<file path="config.mk">
export PLATFORM = sky130hd
export DESIGN_NAME = pnq_alpha_unit
export DESIGN_NICKNAME = d
export VERILOG_FILES = /design/src/hdl/pnq_pkg.sv /design/src/hdl/pnq_alpha_unit.sv
export SDC_FILE = /design/constraint.sdc
export NUM_CORES = 1
export LEC_CHECK = 0
export ABC_AREA = 1
export BUFFER_PORTS_ARGS = -buffer_cell sky130_fd_sc_hd__buf_2
export CAP_MARGIN = 20
export CORE_UTILIZATION = 44
export CTS_BUF_LIST = sky130_fd_sc_hd__clkbuf_4
export CTS_CLUSTER_DIAMETER = 50
export DETAILED_ROUTE_END_ITERATION = 10
export PLACE_DENSITY = 0.7
export SETUP_SLACK_MARGIN = 0.1
export SLEW_MARGIN = 20
export SYNTH_ARGS = -nofsm -noshare
export SYNTH_HDL_FRONTEND = slang
export SYNTH_SLANG_ARGS = --single-unit
</file>
<file path="constraint.sdc">
create_clock -name i_clk -period 7.7 [get_ports i_clk]
set_input_delay 0.77 -clock i_clk [delete_from_list [all_inputs] [get_ports i_clk]]
set_output_delay 0.77 -clock i_clk [all_outputs]
set_load 0.05 [all_outputs]
</file>
<file path="src/hdl/pnq_pkg.sv">
// Shared constants, codes and types of the palette nearest colour quantizer.
// No dependencies; every other file in hdl imports this package.
package pnq_pkg;

    localparam int PALETTE_DEPTH = 255;
    localparam int ADDR_W        = $clog2(PALETTE_DEPTH);
    localparam int CNT_W         = $clog2(PALETTE_DEPTH + 1);
    localparam int LAB_W         = 16;
    localparam int WEIGHT_W      = 16;
    localparam int ALPHA_W       = 16;
    localparam int INDEX_W       = 8;
    localparam int PROD_W        = LAB_W + WEIGHT_W;
    localparam int SQ_W          = 2 * PROD_W;
    localparam int DIST_W        = SQ_W + 2;
    localparam int CFG_IDX_W     = 2;
    localparam int CFG_DATA_W    = 16;

    localparam logic [1:0] FUNC_LOAD  = 2'd0;
    localparam logic [1:0] FUNC_PIXEL = 2'd1;
    localparam logic [1:0] FUNC_CLEAR = 2'd2;

    localparam logic [CFG_IDX_W-1:0] CFG_WEIGHT_L   = 2'd0;
    localparam logic [CFG_IDX_W-1:0] CFG_WEIGHT_A   = 2'd1;
    localparam logic [CFG_IDX_W-1:0] CFG_WEIGHT_B   = 2'd2;
    localparam logic [CFG_IDX_W-1:0] CFG_ALPHA_STEP = 2'd3;

    typedef struct packed {
        logic [LAB_W-1:0] l;
        logic [LAB_W-1:0] a;
        logic [LAB_W-1:0] b;
    } t_lab;

    // Sideband that travels with each palette entry through the distance pipe.
    typedef struct packed {
        logic              vld;
        logic              last;
        logic [ADDR_W-1:0] idx;
    } t_tag;

    typedef struct packed {
        logic              done;
        logic [ADDR_W-1:0] idx;
        t_lab              col;
    } t_best;

endpackage

</file>
<file path="src/hdl/pnq_alpha_unit.sv">
// Alpha rounding to a multiple of the step, with a bit-serial remainder.
// Depends on pnq_pkg.
module pnq_alpha_unit import pnq_pkg::*; (
    input  logic               i_clk,
    input  logic               i_rst_n,
    input  logic               i_start,
    input  logic [ALPHA_W-1:0] i_alpha,
    input  logic [ALPHA_W-1:0] i_step,
    output logic               o_done,
    output logic [ALPHA_W-1:0] o_alpha
);

    localparam int BIT_CNT_W = $clog2(ALPHA_W);

    typedef enum logic [1:0] {
        S_IDLE,
        S_DIV,
        S_FIN
    } t_state;

    t_state                r_state;
    logic                  r_done;
    logic [BIT_CNT_W-1:0]  r_bit;
    logic [ALPHA_W-1:0]    r_alpha;
    logic [ALPHA_W-1:0]    r_step;
    logic [ALPHA_W-1:0]    r_dvd;
    logic [ALPHA_W-1:0]    r_rem;
    logic [ALPHA_W-1:0]    r_result;

    logic [ALPHA_W:0]      n_trial;
    logic [ALPHA_W-1:0]    n_rem;
    logic [ALPHA_W-1:0]    n_base;
    logic [ALPHA_W:0]      n_up;

    always_comb begin
        n_trial = {r_rem, r_dvd[ALPHA_W-1]};
        if (n_trial >= {1'b0, r_step}) begin
            n_rem = ALPHA_W'(n_trial - {1'b0, r_step});
        end else begin
            n_rem = n_trial[ALPHA_W-1:0];
        end
        n_base = r_alpha - r_rem;
        n_up   = {1'b0, n_base} + {1'b0, r_step};
    end

    always_ff @(posedge i_clk) begin
        if (!i_rst_n) begin
            r_state <= S_IDLE;
            r_done  <= 1'b0;
        end else begin
            unique case (r_state)
                S_IDLE: begin
                    if (i_start) begin
                        r_done  <= 1'b0;
                        r_alpha <= i_alpha;
                        r_step  <= i_step;
                        r_dvd   <= i_alpha;
                        r_rem   <= '0;
                        r_bit   <= '0;
                        r_state <= S_DIV;
                    end
                end
                S_DIV: begin
                    r_rem <= n_rem;
                    r_dvd <= {r_dvd[ALPHA_W-2:0], 1'b0};
                    r_bit <= r_bit + 1'b1;
                    if (r_bit == BIT_CNT_W'(ALPHA_W - 1)) begin
                        r_state <= S_FIN;
                    end
                end
                S_FIN: begin
                    // A zero step leaves the remainder at the dividend, so it is
                    // caught here and alpha passes through.
                    if (r_step == '0) begin
                        r_result <= r_alpha;
                    end else if (r_rem > (r_step >> 1)) begin
                        r_result <= n_up[ALPHA_W] ? '1 : n_up[ALPHA_W-1:0];
                    end else begin
                        r_result <= n_base;
                    end
                    r_done  <= 1'b1;
                    r_state <= S_IDLE;
                end
                default: r_state <= S_IDLE;
            endcase
        end
    end

    assign o_done  = r_done;
    assign o_alpha = r_result;

endmodule

</file>
Word level (Yosys, flattened, before mapping):

Index checks and enable logic that the tools add are counted.

* multiplexer cells: 15
* shifts and indexed selects: 0
* reduce and logical (&&, ||, !) cells: 9
* eq/ne operators: 5
* add/subtract/negate cells: 4
* magnitude comparators: 2
* bitwise operators: 0
* div/mod/pow operators: 0
* multiply operators: 0

Operator list (count)
* two-way mux 16 bit: 6
* case mux 16 bit (2 select lines): 2
* subtractor 16 bit: 2
* adder 16 x 16 -> 17 bit: 1
* greater-or-equal comparator 17 x 16 -> 1 bit: 1
* greater-than comparator 16 x 15 -> 1 bit: 1
* logical NOT 16 bit: 1
* case mux 4 bit (2 select lines): 1
* AND reduction 2 bit: 3
* AND reduction 3 bit: 2
* adder 4 x 1 -> 4 bit (second input constant): 1
* equality test 4 bit (second input constant): 1
* two-way mux 2 bit: 2
* two-way mux 4 bit: 1
* != test 2 bit (second input constant): 2
* case mux 2 bit (2 select lines): 1
* nonzero test 2 bit: 2
* equality test 2 x 1 -> 1 bit (second input constant): 1
* equality test 2 bit (second input constant): 1
* logical NOT 2 bit: 1
* case mux 1 bit (2 select lines): 1
* two-way mux 1 bit: 1

* memory bits (read-only): 0
* logic and storage cells: 43
* flip-flop bits (word level): 87
* memories: 0
* bits in latches: 0
* memory bits (writable): 0

Logic depth before layout (Yosys ltp):

Gate-level depths: netlist of the first run.

* word-level depth: 5
* mapped depth: 26
* mapped depth without buffers: 25

Worst setup path before layout of the first run:

No wires, ideal clock.

* kind: flip-flop to flip-flop
* from: register r_rem[0]
* to: register r_result[12], in the netlist o_alpha[12], data pin
* path slack: 4.485 ns
* stages on the path, launching flop included: 21
* path buffers: 1
* arrival time: 2.961 ns
* library setup time: 0.254 ns
* data required time: 7.446 ns
* clock period less this slack: 3.215 ns
* path through: edfxtp_1 > ha_1 > fa_1 > nand3b_1 > nand2_1 > nand2_1 > nand2_1 > xnor2_1 > inv_1 > ha_1 > nand2_1 > inv_1 > a21oi_1 > nand2_1 > a21oi_2 > buf_2 > nand2_1 > nor2_1 > nand2_1 > nand3_1 > nand2_1

* word-level cells in the longest chain between the ends: 5

Ends and longest elaborated chain
* from (decl): RTL line pnq_alpha_unit.sv:27 `logic [ALPHA_W-1:0] r_rem;`
* from (signal assigned): RTL line pnq_alpha_unit.sv:64 `r_rem <= n_rem;`
* subtractor 16 bit: RTL line pnq_alpha_unit.sv:42 `n_base = r_alpha - r_rem;`
* adder 16 x 16 -> 17 bit: RTL line pnq_alpha_unit.sv:43 `n_up = {1'b0, n_base} + {1'b0, r_step};`
* two-way mux 16 bit: RTL line pnq_alpha_unit.sv:77 `r_result <= n_up[ALPHA_W] ? '1 : n_up[ALPHA_W-1:0];`
* two-way mux 16 bit *: RTL line pnq_alpha_unit.sv:76 `end else if (r_rem > (r_step >> 1)) begin`
* two-way mux 16 bit *: RTL line pnq_alpha_unit.sv:74 `if (r_step == '0) begin`
* to (signal assigned): RTL line pnq_alpha_unit.sv:75 `r_result <= r_alpha;`
* to (signal assigned): RTL line pnq_alpha_unit.sv:77
* to (signal assigned): RTL line pnq_alpha_unit.sv:79 `r_result <= n_base;`
* to (decl): RTL line pnq_alpha_unit.sv:28 `logic [ALPHA_W-1:0] r_result;`

Every way passes the cells marked *; elsewhere a longest branch is shown, timed or not.
A chain may end at the register's enable or synchronous reset.

Worst setup path in the final report of the first run:

* from: register r_rem[0]
* to: register r_result[15], in the netlist o_alpha[15], data pin

The elaborated chain is that of the path after synthesis.

==> impl_metrics.env, run 1 <==
export IMPL_path_cells="ha_1 > fa_1 > nand3b_1 > nand2_1 > nand2_1 > nand2_1 > nand2_1 > nand2_1 > nand2_1 > nand2_1 > inv_1 > ha_1 > nand2_1 > inv_1 > nand2_1 > nand2_1 > nand2_1 > nand2_1 > a21oi_2 > nand3_1 > nor2_1 > o21ai_0"
export IMPL_first_iter_violations=506
export IMPL_synth_area_top_cells="edfxtp_1 (38%), nand2_1 (20%), ha_1 (9.4%)"
export IMPL_core_sq_um=14600
export IMPL_netlist_top_cell_by_area="edfxtp_1"
export IMPL_start_util=0.455
export IMPL_syn_area_per_cell_sq_um=7.31
export IMPL_wl_microns=16900
export IMPL_nNetsFinal=1054
export IMPL_final_common_cell="nand2_1"
export IMPL_grt_remaining_overflow=0
export IMPL_period_needed_ns=3.83
export IMPL_maxCapViolCount=0
export IMPL_peakVddDrop_uv=143
export IMPL_cts_buffers=9
export IMPL_rr_worst_depth=22
export IMPL_worstHoldPathCells=1
export IMPL_synth_nets=1001
export IMPL_place_congestion=0.961
export IMPL_top_layer_used="met4"
export IMPL_finalSetupViolCount=0
export IMPL_synth_cell_types=36
export IMPL_wl_per_cell_microns=14.6
export IMPL_rows=44
export IMPL_antenna_found_initial=1
export IMPL_area_growth_pct=8.84
export IMPL_dp_hpwl_microns=13400
export IMPL_dr_pass1_iters=8
export IMPL_slowest_delay_ns=0.44
export IMPL_crit_path_start_kind="register"
export IMPL_ys_seq_area_frac=0.387
export IMPL_ys_ff_latch=87
export IMPL_critPathKind="reg2reg"
export IMPL_power_total_w=0.00135
export IMPL_drc=0
export IMPL_slowest_stage="edfxtp_1"
export IMPL_cts_tree="done"
export IMPL_grt_start_max_net_pins=37
export IMPL_cts_sinks=87
export IMPL_htree_levels=3
export IMPL_cts_setup_buffers=0
export IMPL_drv_slew=0
export IMPL_critPathArrivalTime_ns=4.06
export IMPL_die_h_microns=125
export IMPL_grt_pass1_wl_microns=27300
export IMPL_syn_inst=913
export IMPL_cpMostUsedCell="nand2_1"
export IMPL_min_period_over_period=0.498
export IMPL_postCtsHoldBufs=0
export IMPL_ys_warn_count=0
export IMPL_fp_dieArea_sq_um=15700
export IMPL_yosys_most_used_dff="edfxtp_1"
export IMPL_drtAntennaViolNets=0
export IMPL_hold_class="in2reg"
export IMPL_crit_fanout=13
export IMPL_die_w_microns=125
export IMPL_synthArstFlopShare=0
export IMPL_cts_root_buf="clkbuf_4"
export IMPL_status="complete, no violations"
export IMPL_p_leak_nw=3.72
export IMPL_clock_skew_ns=0.0351
export IMPL_cellPowerDensity_nw_per_um2=186
export IMPL_wl_met2_microns=7600
export IMPL_required_ns=7.93
export IMPL_clkSlewWorstSetupHoldPaths_ns=0.18
export IMPL_grt_pass1_vias=5394
export IMPL_cp_end_kind="register"
export IMPL_vias_per_cell=5.06
export IMPL_final_cell_mix="nand2_1 (353), inv_1 (147), nor2_1 (84), edfxtp_1 (84), buf_2 (51)"
export IMPL_grt_usage=0.226
export IMPL_port_buffer_count=51
export IMPL_clock_path_buffers=2
export IMPL_slew_headroom=0.301
export IMPL_cts_resized_gates=0
export IMPL_syn_area_sq_um=6670
export IMPL_finalHoldViolations=0
export IMPL_rsz0062_at_grt="no"
export IMPL_fmax_mhz=261
export IMPL_drt_met1_wl_microns=8040
export IMPL_clk_latency_ns=0.50
export IMPL_vias=5847
export IMPL_finalSetupTns_ns=0
export IMPL_yosysTopAreaCellShare=0.378
export IMPL_route_met3_wl_microns=1050
export IMPL_drive_gt1_frac=0.0968
export IMPL_io_pins=52
export IMPL_synth_edff_count=84
export IMPL_max_slew_worst_pin_slew_ns=1.05
## final timing paths
check	from	end	slack, ns
max	r_rem[0]$_SDFFCE_PN0P_	o_alpha[15]$_DFFE_PP_	3.87
min	i_alpha[2]	r_alpha[2]$_DFFE_PP_	0.44
min reg2reg	o_done$_SDFFE_PN0P_	o_done$_SDFFE_PN0P_	0.51
max reg2reg	r_rem[0]$_SDFFCE_PN0P_	o_alpha[15]$_DFFE_PP_	3.87
## registers in the layout, summed over array words and instances, names as in the netlist
register	cells
r_dvd	16
r_alpha	16
r_rem	16
o_done	1
r_step	16
r_state	2
o_alpha	16
r_bit	4
## where the power goes
part           internal, W  total (W)  switching (W)
combinational     0.000181   0.000519       0.000338
sequential        0.000558   0.000574      0.0000158
clock            0.0000734   0.000260       0.000186
total             0.000813    0.00135       0.000540
## cell usage after synthesis, drive strengths merged, types with 2 or more instances
| library cell | n |
|---|---|
| nand2 | 359 |
| inv | 148 |
| nor2 | 90 |
| edfxtp | 84 |
| ha | 50 |
| nand3 | 48 |
| a21oi | 36 |
| xnor2 | 15 |
| nand4 | 13 |
| xor2 | 10 |
| o21ai | 9 |
| buf | 7 |
| nand3b | 7 |
| nor3 | 7 |
| and2 | 6 |
| clkbuf | 5 |
| o21bai | 4 |
| dfxtp | 3 |
| fa | 3 |
| a21boi | 2 |
| nor4 | 2 |
## per-stage QoR
stage / hold WS (ns) / utilization / worst slack [ns] / cells / cell area (sq um)
floorplan: 0.494 / - / 4.49 / 913 / 6670
global placement: 0.472 / 0.487 / 4.03 / 1139 / 7130
detailed placement: 0.475 / 0.487 / 3.93 / 1139 / 7130
CTS: 0.423 / 0.496 / 3.89 / 1155 / 7260
global route: 0.426 / 0.496 / 3.41 / 1156 / 7260
finish: 0.443 / 0.496 / 3.87 / 1156 / 7260
## logic make-up (layout without fill, tap and decap cells)
family,Yosys count,after routing,synth area share
other,0,1,0
XOR/XNOR,25,25,0.0328
AO/OA/AOI/OAI,54,54,0.0490
buffers and inverters,161,219,0.0955
AND/OR/NAND/NOR,533,533,0.333
adder cells (fa/ha/maj),53,53,0.103
flip-flops,87,87,0.387
## worst max-delay path, delay by kind of cell (launching register included)
kind                       cells  cell delay [ns]
AOI/OAI and AO/OA              2             0.55
adders and majority gates      3             0.95
buffers and inverters          2             0.10
DFF                            1             0.44
and+or+nand+nor               15             1.53
## metal layers
metal | up-vias | GRT usage
met1 | 2662 | 0.312
met2 | 170 | 0.364
li1 | 3000 | -
met4 | 0 | 0.0595
met5 | - | 0
met3 | 15 | 0.0398
## layout make-up
type / instances / area (sq um)
clock inverter: 7 / 62.6
tap: 184 / 230
fill: 1480 / 7380
sequential: 87 / 2580
antenna: 1 / 2.50
inverter: 149 / 559
multi-input combinational: 665 / 3480
timing repair buffer: 54 / 278
clock buffer: 9 / 67.6
No activity file was read; power rests on OpenSTA's default activity.
==> run 2, diff against run 1 <==
--- a/config.mk
+++ b/config.mk
@@ -5,14 +5,14 @@
 export SDC_FILE = /design/constraint.sdc
 export NUM_CORES = 1
 export LEC_CHECK = 0
-export ABC_AREA = 1
+export ABC_AREA = 0
 export BUFFER_PORTS_ARGS = -buffer_cell sky130_fd_sc_hd__buf_2
 export CAP_MARGIN = 20
 export CORE_UTILIZATION = 44
 export CTS_BUF_LIST = sky130_fd_sc_hd__clkbuf_4
 export CTS_CLUSTER_DIAMETER = 50
 export DETAILED_ROUTE_END_ITERATION = 10
-export PLACE_DENSITY = 0.7
+export PLACE_DENSITY = 0.72
 export SETUP_SLACK_MARGIN = 0.1
 export SLEW_MARGIN = 20
 export SYNTH_ARGS = -nofsm -noshare
==> constraint.sdc (replaced) <==
create_clock -name i_clk -period 3.25 [get_ports i_clk]
set_input_delay 0.325 -clock i_clk [delete_from_list [all_inputs] [get_ports i_clk]]
set_output_delay 0.325 -clock i_clk [all_outputs]
set_load 0.05 [all_outputs]
==> run 2 against run 1 <==
Compared with the run above:
- largest cell class unchanged
- global-route usage shrank 0.81 points
- the flow now finishes with violations (design-rule violations, negative setup slack)
- synthesized cell count shrank 34%
- cell count shrank 18%
- non-clock buffer count grew 119
==> impl_metrics.env, run 2 <==
export IMPL_status="finished, violations left"
export IMPL_clock_path_buffers=2
export IMPL_die_w_microns=118
export IMPL_port_buffer_count=51
export IMPL_regArea_sq_um=2580
export IMPL_core_sq_um=13200
export IMPL_final_common_cell="buf_4"
export IMPL_post_route_util=0.576
export IMPL_clock_skew_ns=0.0222
export IMPL_syn_area_sq_um=5930
export IMPL_hold_class="in2reg"
export IMPL_yosys_most_used_dff="edfxtp_1"
export IMPL_wl_per_cell_microns=15.5
export IMPL_drtAntennaViolNets=0
export IMPL_slowest_delay_ns=0.55
export IMPL_grt_usage=0.217
export IMPL_crit_path_start_kind="register"
export IMPL_die_h_microns=118
export IMPL_htree_levels=3
export IMPL_power_total_w=0.00426
export IMPL_drv_slew=0
export IMPL_rows=42
export IMPL_multi_input_area_sq_um=3260
export IMPL_cts_tree="done"
export IMPL_netlist_top_cell_by_area="edfxtp_1"
export IMPL_path_cells="ha_2 > or4_4 > o211ai_4 > o21ai_2 > a21bo_1 > a21oi_2 > xor2_1 > xor2_1 > ha_1 > a21oi_2 > o311ai_4 > buf_12 > a2111oi_4 > o31ai_2"
export IMPL_antenna_found_initial=0
export IMPL_synth_most_common_cell="nand2_1"
export IMPL_cts_buffers=9
export IMPL_synth_nets=690
export IMPL_cellPowerDensity_nw_per_um2=561
export IMPL_vias=5067
export IMPL_first_iter_violations=247
export IMPL_yosysTopAreaCellShare=0.426
export IMPL_syn_area_per_cell_sq_um=9.84
export IMPL_nNetsFinal=858
export IMPL_rsz0062_at_grt="yes"
export IMPL_syn_inst=602
export IMPL_slowest_stage="or4_4"
export IMPL_start_util=0.449
export IMPL_min_period_over_period=1.15
export IMPL_critPathArrivalTime_ns=3.98
export IMPL_dp_hpwl_microns=11400
export IMPL_synth_edff_count=84
export IMPL_critPathKind="reg2reg"
export IMPL_grt_pass1_vias=5030
export IMPL_slew_headroom=0.465
export IMPL_worstHoldPathCells=1
export IMPL_grt_pass1_wl_microns=24100
export IMPL_place_congestion=0.938
export IMPL_fmax_mhz=268
export IMPL_area_growth_pct=28.3
export IMPL_grt_remaining_overflow=0
export IMPL_synthTopCellsByCount="nand2_1 (87), edfxtp_1 (84), ha_1 (50)"
export IMPL_nFillCells=1097
export IMPL_ys_warn_count=0
export IMPL_crit_fanout=5
export IMPL_peakVddDrop_uv=210
export IMPL_timing_final_ws_setup_ns=-0.485
export IMPL_p_leak_nw=3.30
export IMPL_synth_area_top_cells="edfxtp_1 (43%), ha_1 (11%), nand2_1 (5.5%)"
export IMPL_dr_pass1_iters=8
export IMPL_synth_cell_types=67
export IMPL_fp_dieArea_sq_um=13900
export IMPL_drc=1
export IMPL_ys_seq_area_frac=0.436
export IMPL_n_antenna_cell=0
export IMPL_cts_sinks=87
export IMPL_max_slew_worst_pin_slew_ns=0.802
export IMPL_wl_microns=14700
export IMPL_cp_end_kind="register"
export IMPL_maxCapViolCount=0
export IMPL_rr_worst_depth=14
export IMPL_drive_gt1_frac=0.306
export IMPL_finalHoldViolations=0
export IMPL_period_needed_ns=3.73
export IMPL_required_ns=3.49
export IMPL_clk_latency_ns=0.47
export IMPL_vias_per_cell=5.33
export IMPL_synthArstFlopShare=0
export IMPL_grt_start_max_net_pins=33
export IMPL_finalSetupViolCount=16
export IMPL_finalSetupTns_ns=-7.01
export IMPL_cts_root_buf="clkbuf_4"
export IMPL_violations="design-rule violations, negative setup slack"
export IMPL_ys_ff_latch=87
export IMPL_final_cell_mix="buf_4 (116), nand2_1 (86), edfxtp_1 (84)"
export IMPL_io_pins=52
export IMPL_clkSlewWorstSetupHoldPaths_ns=0.17
-- run 2: final cells by class --
class                   instances  area share
multi-input cells             455       0.429
clock buffers                   9     0.00889
inverters                      44      0.0217
repair buffers                173       0.160
clock inverters                 7      0.0114
well taps                     176      0.0290
flip-flops and latches         87       0.340
-- run 2: worst max-delay path: cells and delay by family, from the launching register on --
family	cells	cell delay, ns
flops	1	0.43
buf+inv	1	0.17
compound gates	8	1.43
simple gates	1	0.55
fa+ha+maj	2	0.47
xor+xnor	2	0.45
-- run 2: report_power, final --
group	internal (W)	total, W	switching, W
clock network	0.000253	0.000693	0.000439
registers	0.00136	0.00141	0.0000506
logic	0.00109	0.00215	0.00106
-- run 2: worst paths after layout --
path              slack [ns]              endpoint                  from
setup / recovery       -0.48  o_alpha[9]$_DFFE_PP_  r_alpha[6]$_DFFE_PP_
setup reg to reg       -0.48  o_alpha[9]$_DFFE_PP_  r_alpha[6]$_DFFE_PP_
hold reg to reg         0.50   o_done$_SDFFE_PN0P_   o_done$_SDFFE_PN0P_
hold / removal          0.02   r_step[8]$_DFFE_PP_             i_step[8]
-- run 2: cell families (layout without fill, tap and decap cells) --
group,Yosys count,in the layout,share of synthesized area
multiplexers,3,3,0.00528
adder cells (fa/ha/maj),53,53,0.116
XOR/XNOR,37,37,0.0547
buffers and inverters,60,233,0.0416
AND/OR/NAND/NOR,209,209,0.166
flip-flops,87,87,0.436
AO/OA/AOI/OAI,153,153,0.181
-- run 2: timing repair --
item                                    in CTS  in global routing
hold buffers                                 2                  0
pin swaps                                   14                  3
endpoints found under the setup margin      16                 16
gates resized for setup                      8                  6
hold endpoints to repair                     2                  0
buffers inserted                            12                  6
cloned                                       0                  0
-- run 2: metrics by stage --
step | area, sq um | setup WS [ns] | hold WS, ns | instances
after floorplan | 6020 | -0.228 | 0.424 | 602
after global placement | 7220 | -0.403 | 0.463 | 915
after detailed placement | 7220 | -0.567 | 0.487 | 915
after CTS | 7520 | -0.435 | 0.0119 | 945
after global routing | 7600 | -0.679 | 0.00603 | 951
final | 7600 | -0.485 | 0.0206 | 951
-- run 2: routing by layer --
metal / GRT usage / vias to the layer above / wire length (microns)
li1: - / 2529 / -
met1: 0.273 / 2392 / 6600
met2: 0.382 / 126 / 7250
met3: 0.0300 / 20 / 552
met4: 0.0729 / 0 / 323
met5: 0 / - / 0
==> run 3, diff against run 2 <==
--- a/config.mk
+++ b/config.mk
@@ -8,11 +8,11 @@
 export ABC_AREA = 0
 export BUFFER_PORTS_ARGS = -buffer_cell sky130_fd_sc_hd__buf_2
 export CAP_MARGIN = 20
-export CORE_UTILIZATION = 44
+export CORE_UTILIZATION = 42
 export CTS_BUF_LIST = sky130_fd_sc_hd__clkbuf_4
 export CTS_CLUSTER_DIAMETER = 50
 export DETAILED_ROUTE_END_ITERATION = 10
-export PLACE_DENSITY = 0.72
+export PLACE_DENSITY = 0.7
 export SETUP_SLACK_MARGIN = 0.1
 export SLEW_MARGIN = 20
 export SYNTH_ARGS = -nofsm -noshare
==> run 3 against run 2 <==
Compared with the run above:
- the run ends with negative setup slack left
- clock-buffer cell count stayed put
- sequential cell count stayed put
- first-iteration DRC count is 72% higher
- largest power group unchanged
- highest routed layer unchanged
==> impl_metrics.env, run 3 (synthesis gave the netlist of run 2 again) <==
export IMPL_critical_path_buf_inv_count=1
export IMPL_min_period_over_period=1.15
export IMPL_area_growth_pct=34.0
export IMPL_holdWs_ns=0.0367
export IMPL_grt_remaining_overflow=0
export IMPL_peakVddDrop_uv=184
export IMPL_final_common_cell="buf_4"
export IMPL_critPathArrivalTime_ns=4.01
export IMPL_antenna_found_initial=1
export IMPL_period_needed_ns=3.74
export IMPL_place_congestion=0.908
export IMPL_fp_dieArea_sq_um=14600
export IMPL_clk_latency_ns=0.50
export IMPL_finalHoldViolations=0
export IMPL_start_util=0.429
export IMPL_finalNonFillerCells=981
export IMPL_port_buffer_count=51
export IMPL_hold_class="in2reg"
export IMPL_slowest_stage="edfxtp_1"
export IMPL_met2_usage=0.387
export IMPL_cts_root_buf="clkbuf_4"
export IMPL_slew_headroom=0.459
export IMPL_slowest_delay_ns=0.41
export IMPL_cts_tree="done"
export IMPL_finalSetupTns_ns=-6.55
export IMPL_fmax_mhz=268
export IMPL_dpl_cell_count=921
export IMPL_grt_start_max_net_pins=33
export IMPL_die_h_microns=121
export IMPL_finalSetupViolCount=16
export IMPL_grt_pass1_wl_microns=25200
export IMPL_use_met3=0.0368
export IMPL_crit_fanout=6
export IMPL_final_cell_mix="buf_4 (121), nand2_1 (85), edfxtp_1 (84)"
export IMPL_die_w_microns=121
export IMPL_clock_skew_ns=0.0283
export IMPL_drive_gt1_frac=0.315
export IMPL_dr_pass1_iters=5
export IMPL_cts_sinks=87
export IMPL_p_leak_nw=3.42
export IMPL_core_sq_um=13800
export IMPL_rsz0062_at_grt="yes"
export IMPL_drtAntennaViolNets=0
export IMPL_power_total_w=0.00436
export IMPL_io_pins=52
export IMPL_status="finished, violations left"
export IMPL_max_slew_worst_pin_slew_ns=0.811
export IMPL_path_cells="ha_2 > fa_2 > nor2b_4 > o2111ai_4 > nand3_2 > a31oi_1 > o21bai_1 > xor2_1 > ha_1 > nand2_2 > nor2_2 > a211o_1 > a31oi_4 > o311ai_4 > buf_4 > a2111oi_4 > o31ai_2"
export IMPL_nNetsFinal=883
export IMPL_preCtsSetupSlack_ns=-0.481
export IMPL_rows=43
export IMPL_cts_buffers=9
export IMPL_maxCapViolCount=0
export IMPL_critPathKind="reg2reg"
export IMPL_grt_usage=0.225
export IMPL_grt_met1_usage=0.279
export IMPL_dp_hpwl_microns=11400
export IMPL_wl_per_cell_microns=16.2
export IMPL_crit_path_start_kind="register"
export IMPL_timing_final_ws_setup_ns=-0.487
export IMPL_violations="negative setup slack"
export IMPL_critPathTopFamily="compound AO/OA/AOI/OAI gates"
export IMPL_drv_slew=0
export IMPL_busiest_layer="met2"
export IMPL_vias=5199
export IMPL_drc=0
export IMPL_cp_end_kind="register"
export IMPL_grt_pass1_vias=5250
export IMPL_first_iter_violations=426
export IMPL_htree_levels=3
export IMPL_clkSlewWorstSetupHoldPaths_ns=0.17
export IMPL_vias_per_cell=5.30
export IMPL_cellPowerDensity_nw_per_um2=549
export IMPL_wl_microns=15900
export IMPL_clock_path_buffers=2
export IMPL_required_ns=3.53
[run 3: routing by layer]
layer	share of wire	vias to the layer above	wire (microns)
met5	0	-	0
met4	0.023	0	371
met3	0.038	26	609
met2	0.49	120	7820
met1	0.45	2478	7060
li1	-	2575	-
[run 3: final timing paths]
| check | startpoint | to | slack, ns | cells after the start |
|---|---|---|---|---|
| worst max-delay path | r_rem[0]$_SDFFCE_PN0P_ | o_alpha[9]$_DFFE_PP_ | -0.49 | 17 |
| worst min-delay path | i_alpha[15] | r_alpha[15]$_DFFE_PP_ | 0.04 | 1 |
| worst max register to register | r_rem[0]$_SDFFCE_PN0P_ | o_alpha[9]$_DFFE_PP_ | -0.49 | 17 |
| worst min register to register | o_done$_SDFFE_PN0P_ | o_done$_SDFFE_PN0P_ | 0.53 | 2 |
[run 3: metrics by stage]
stage / area, sq um / util
floorplan: 6020 / -
global placement: 7200 / 0.521
detailed placement: 7200 / 0.521
CTS: 7750 / 0.560
global route: 7940 / 0.574
finish: 7940 / 0.574
[run 3: final cells by class]
class,instances,area [sq um]
fill,1137,5890
multi-input combinational,455,3380
sequential,87,2580
timing repair buffer,198,1430
tap,180,225
inverter,44,165
clock inverter,7,87.6
clock buffer,9,67.6
antenna,1,2.50
[run 3: worst register-to-register path, delay by kind of cell (launching register included)]
family	cells	cell delay, ns
AOI/OAI and AO/OA	8	1.37
adders and majority gates	3	0.90
and+or+nand+nor	4	0.42
DFF	1	0.41
xor gates and xnor gates	1	0.25
buffers and inverters	1	0.19
[run 3: power breakdown]
part / switching [W] / internal (W) / total, W
clock network: 0.000446 / 0.000253 / 0.000699
logic: 0.00112 / 0.00113 / 0.00224
registers: 0.0000526 / 0.00136 / 0.00142
[run 3: timing repair]
action,in CTS,in global routing
buffers inserted,13,6
endpoints found under the hold margin,24,0
resized for setup,12,21
pin swaps,22,5
hold buffers,24,0
endpoints found under the setup margin,16,17
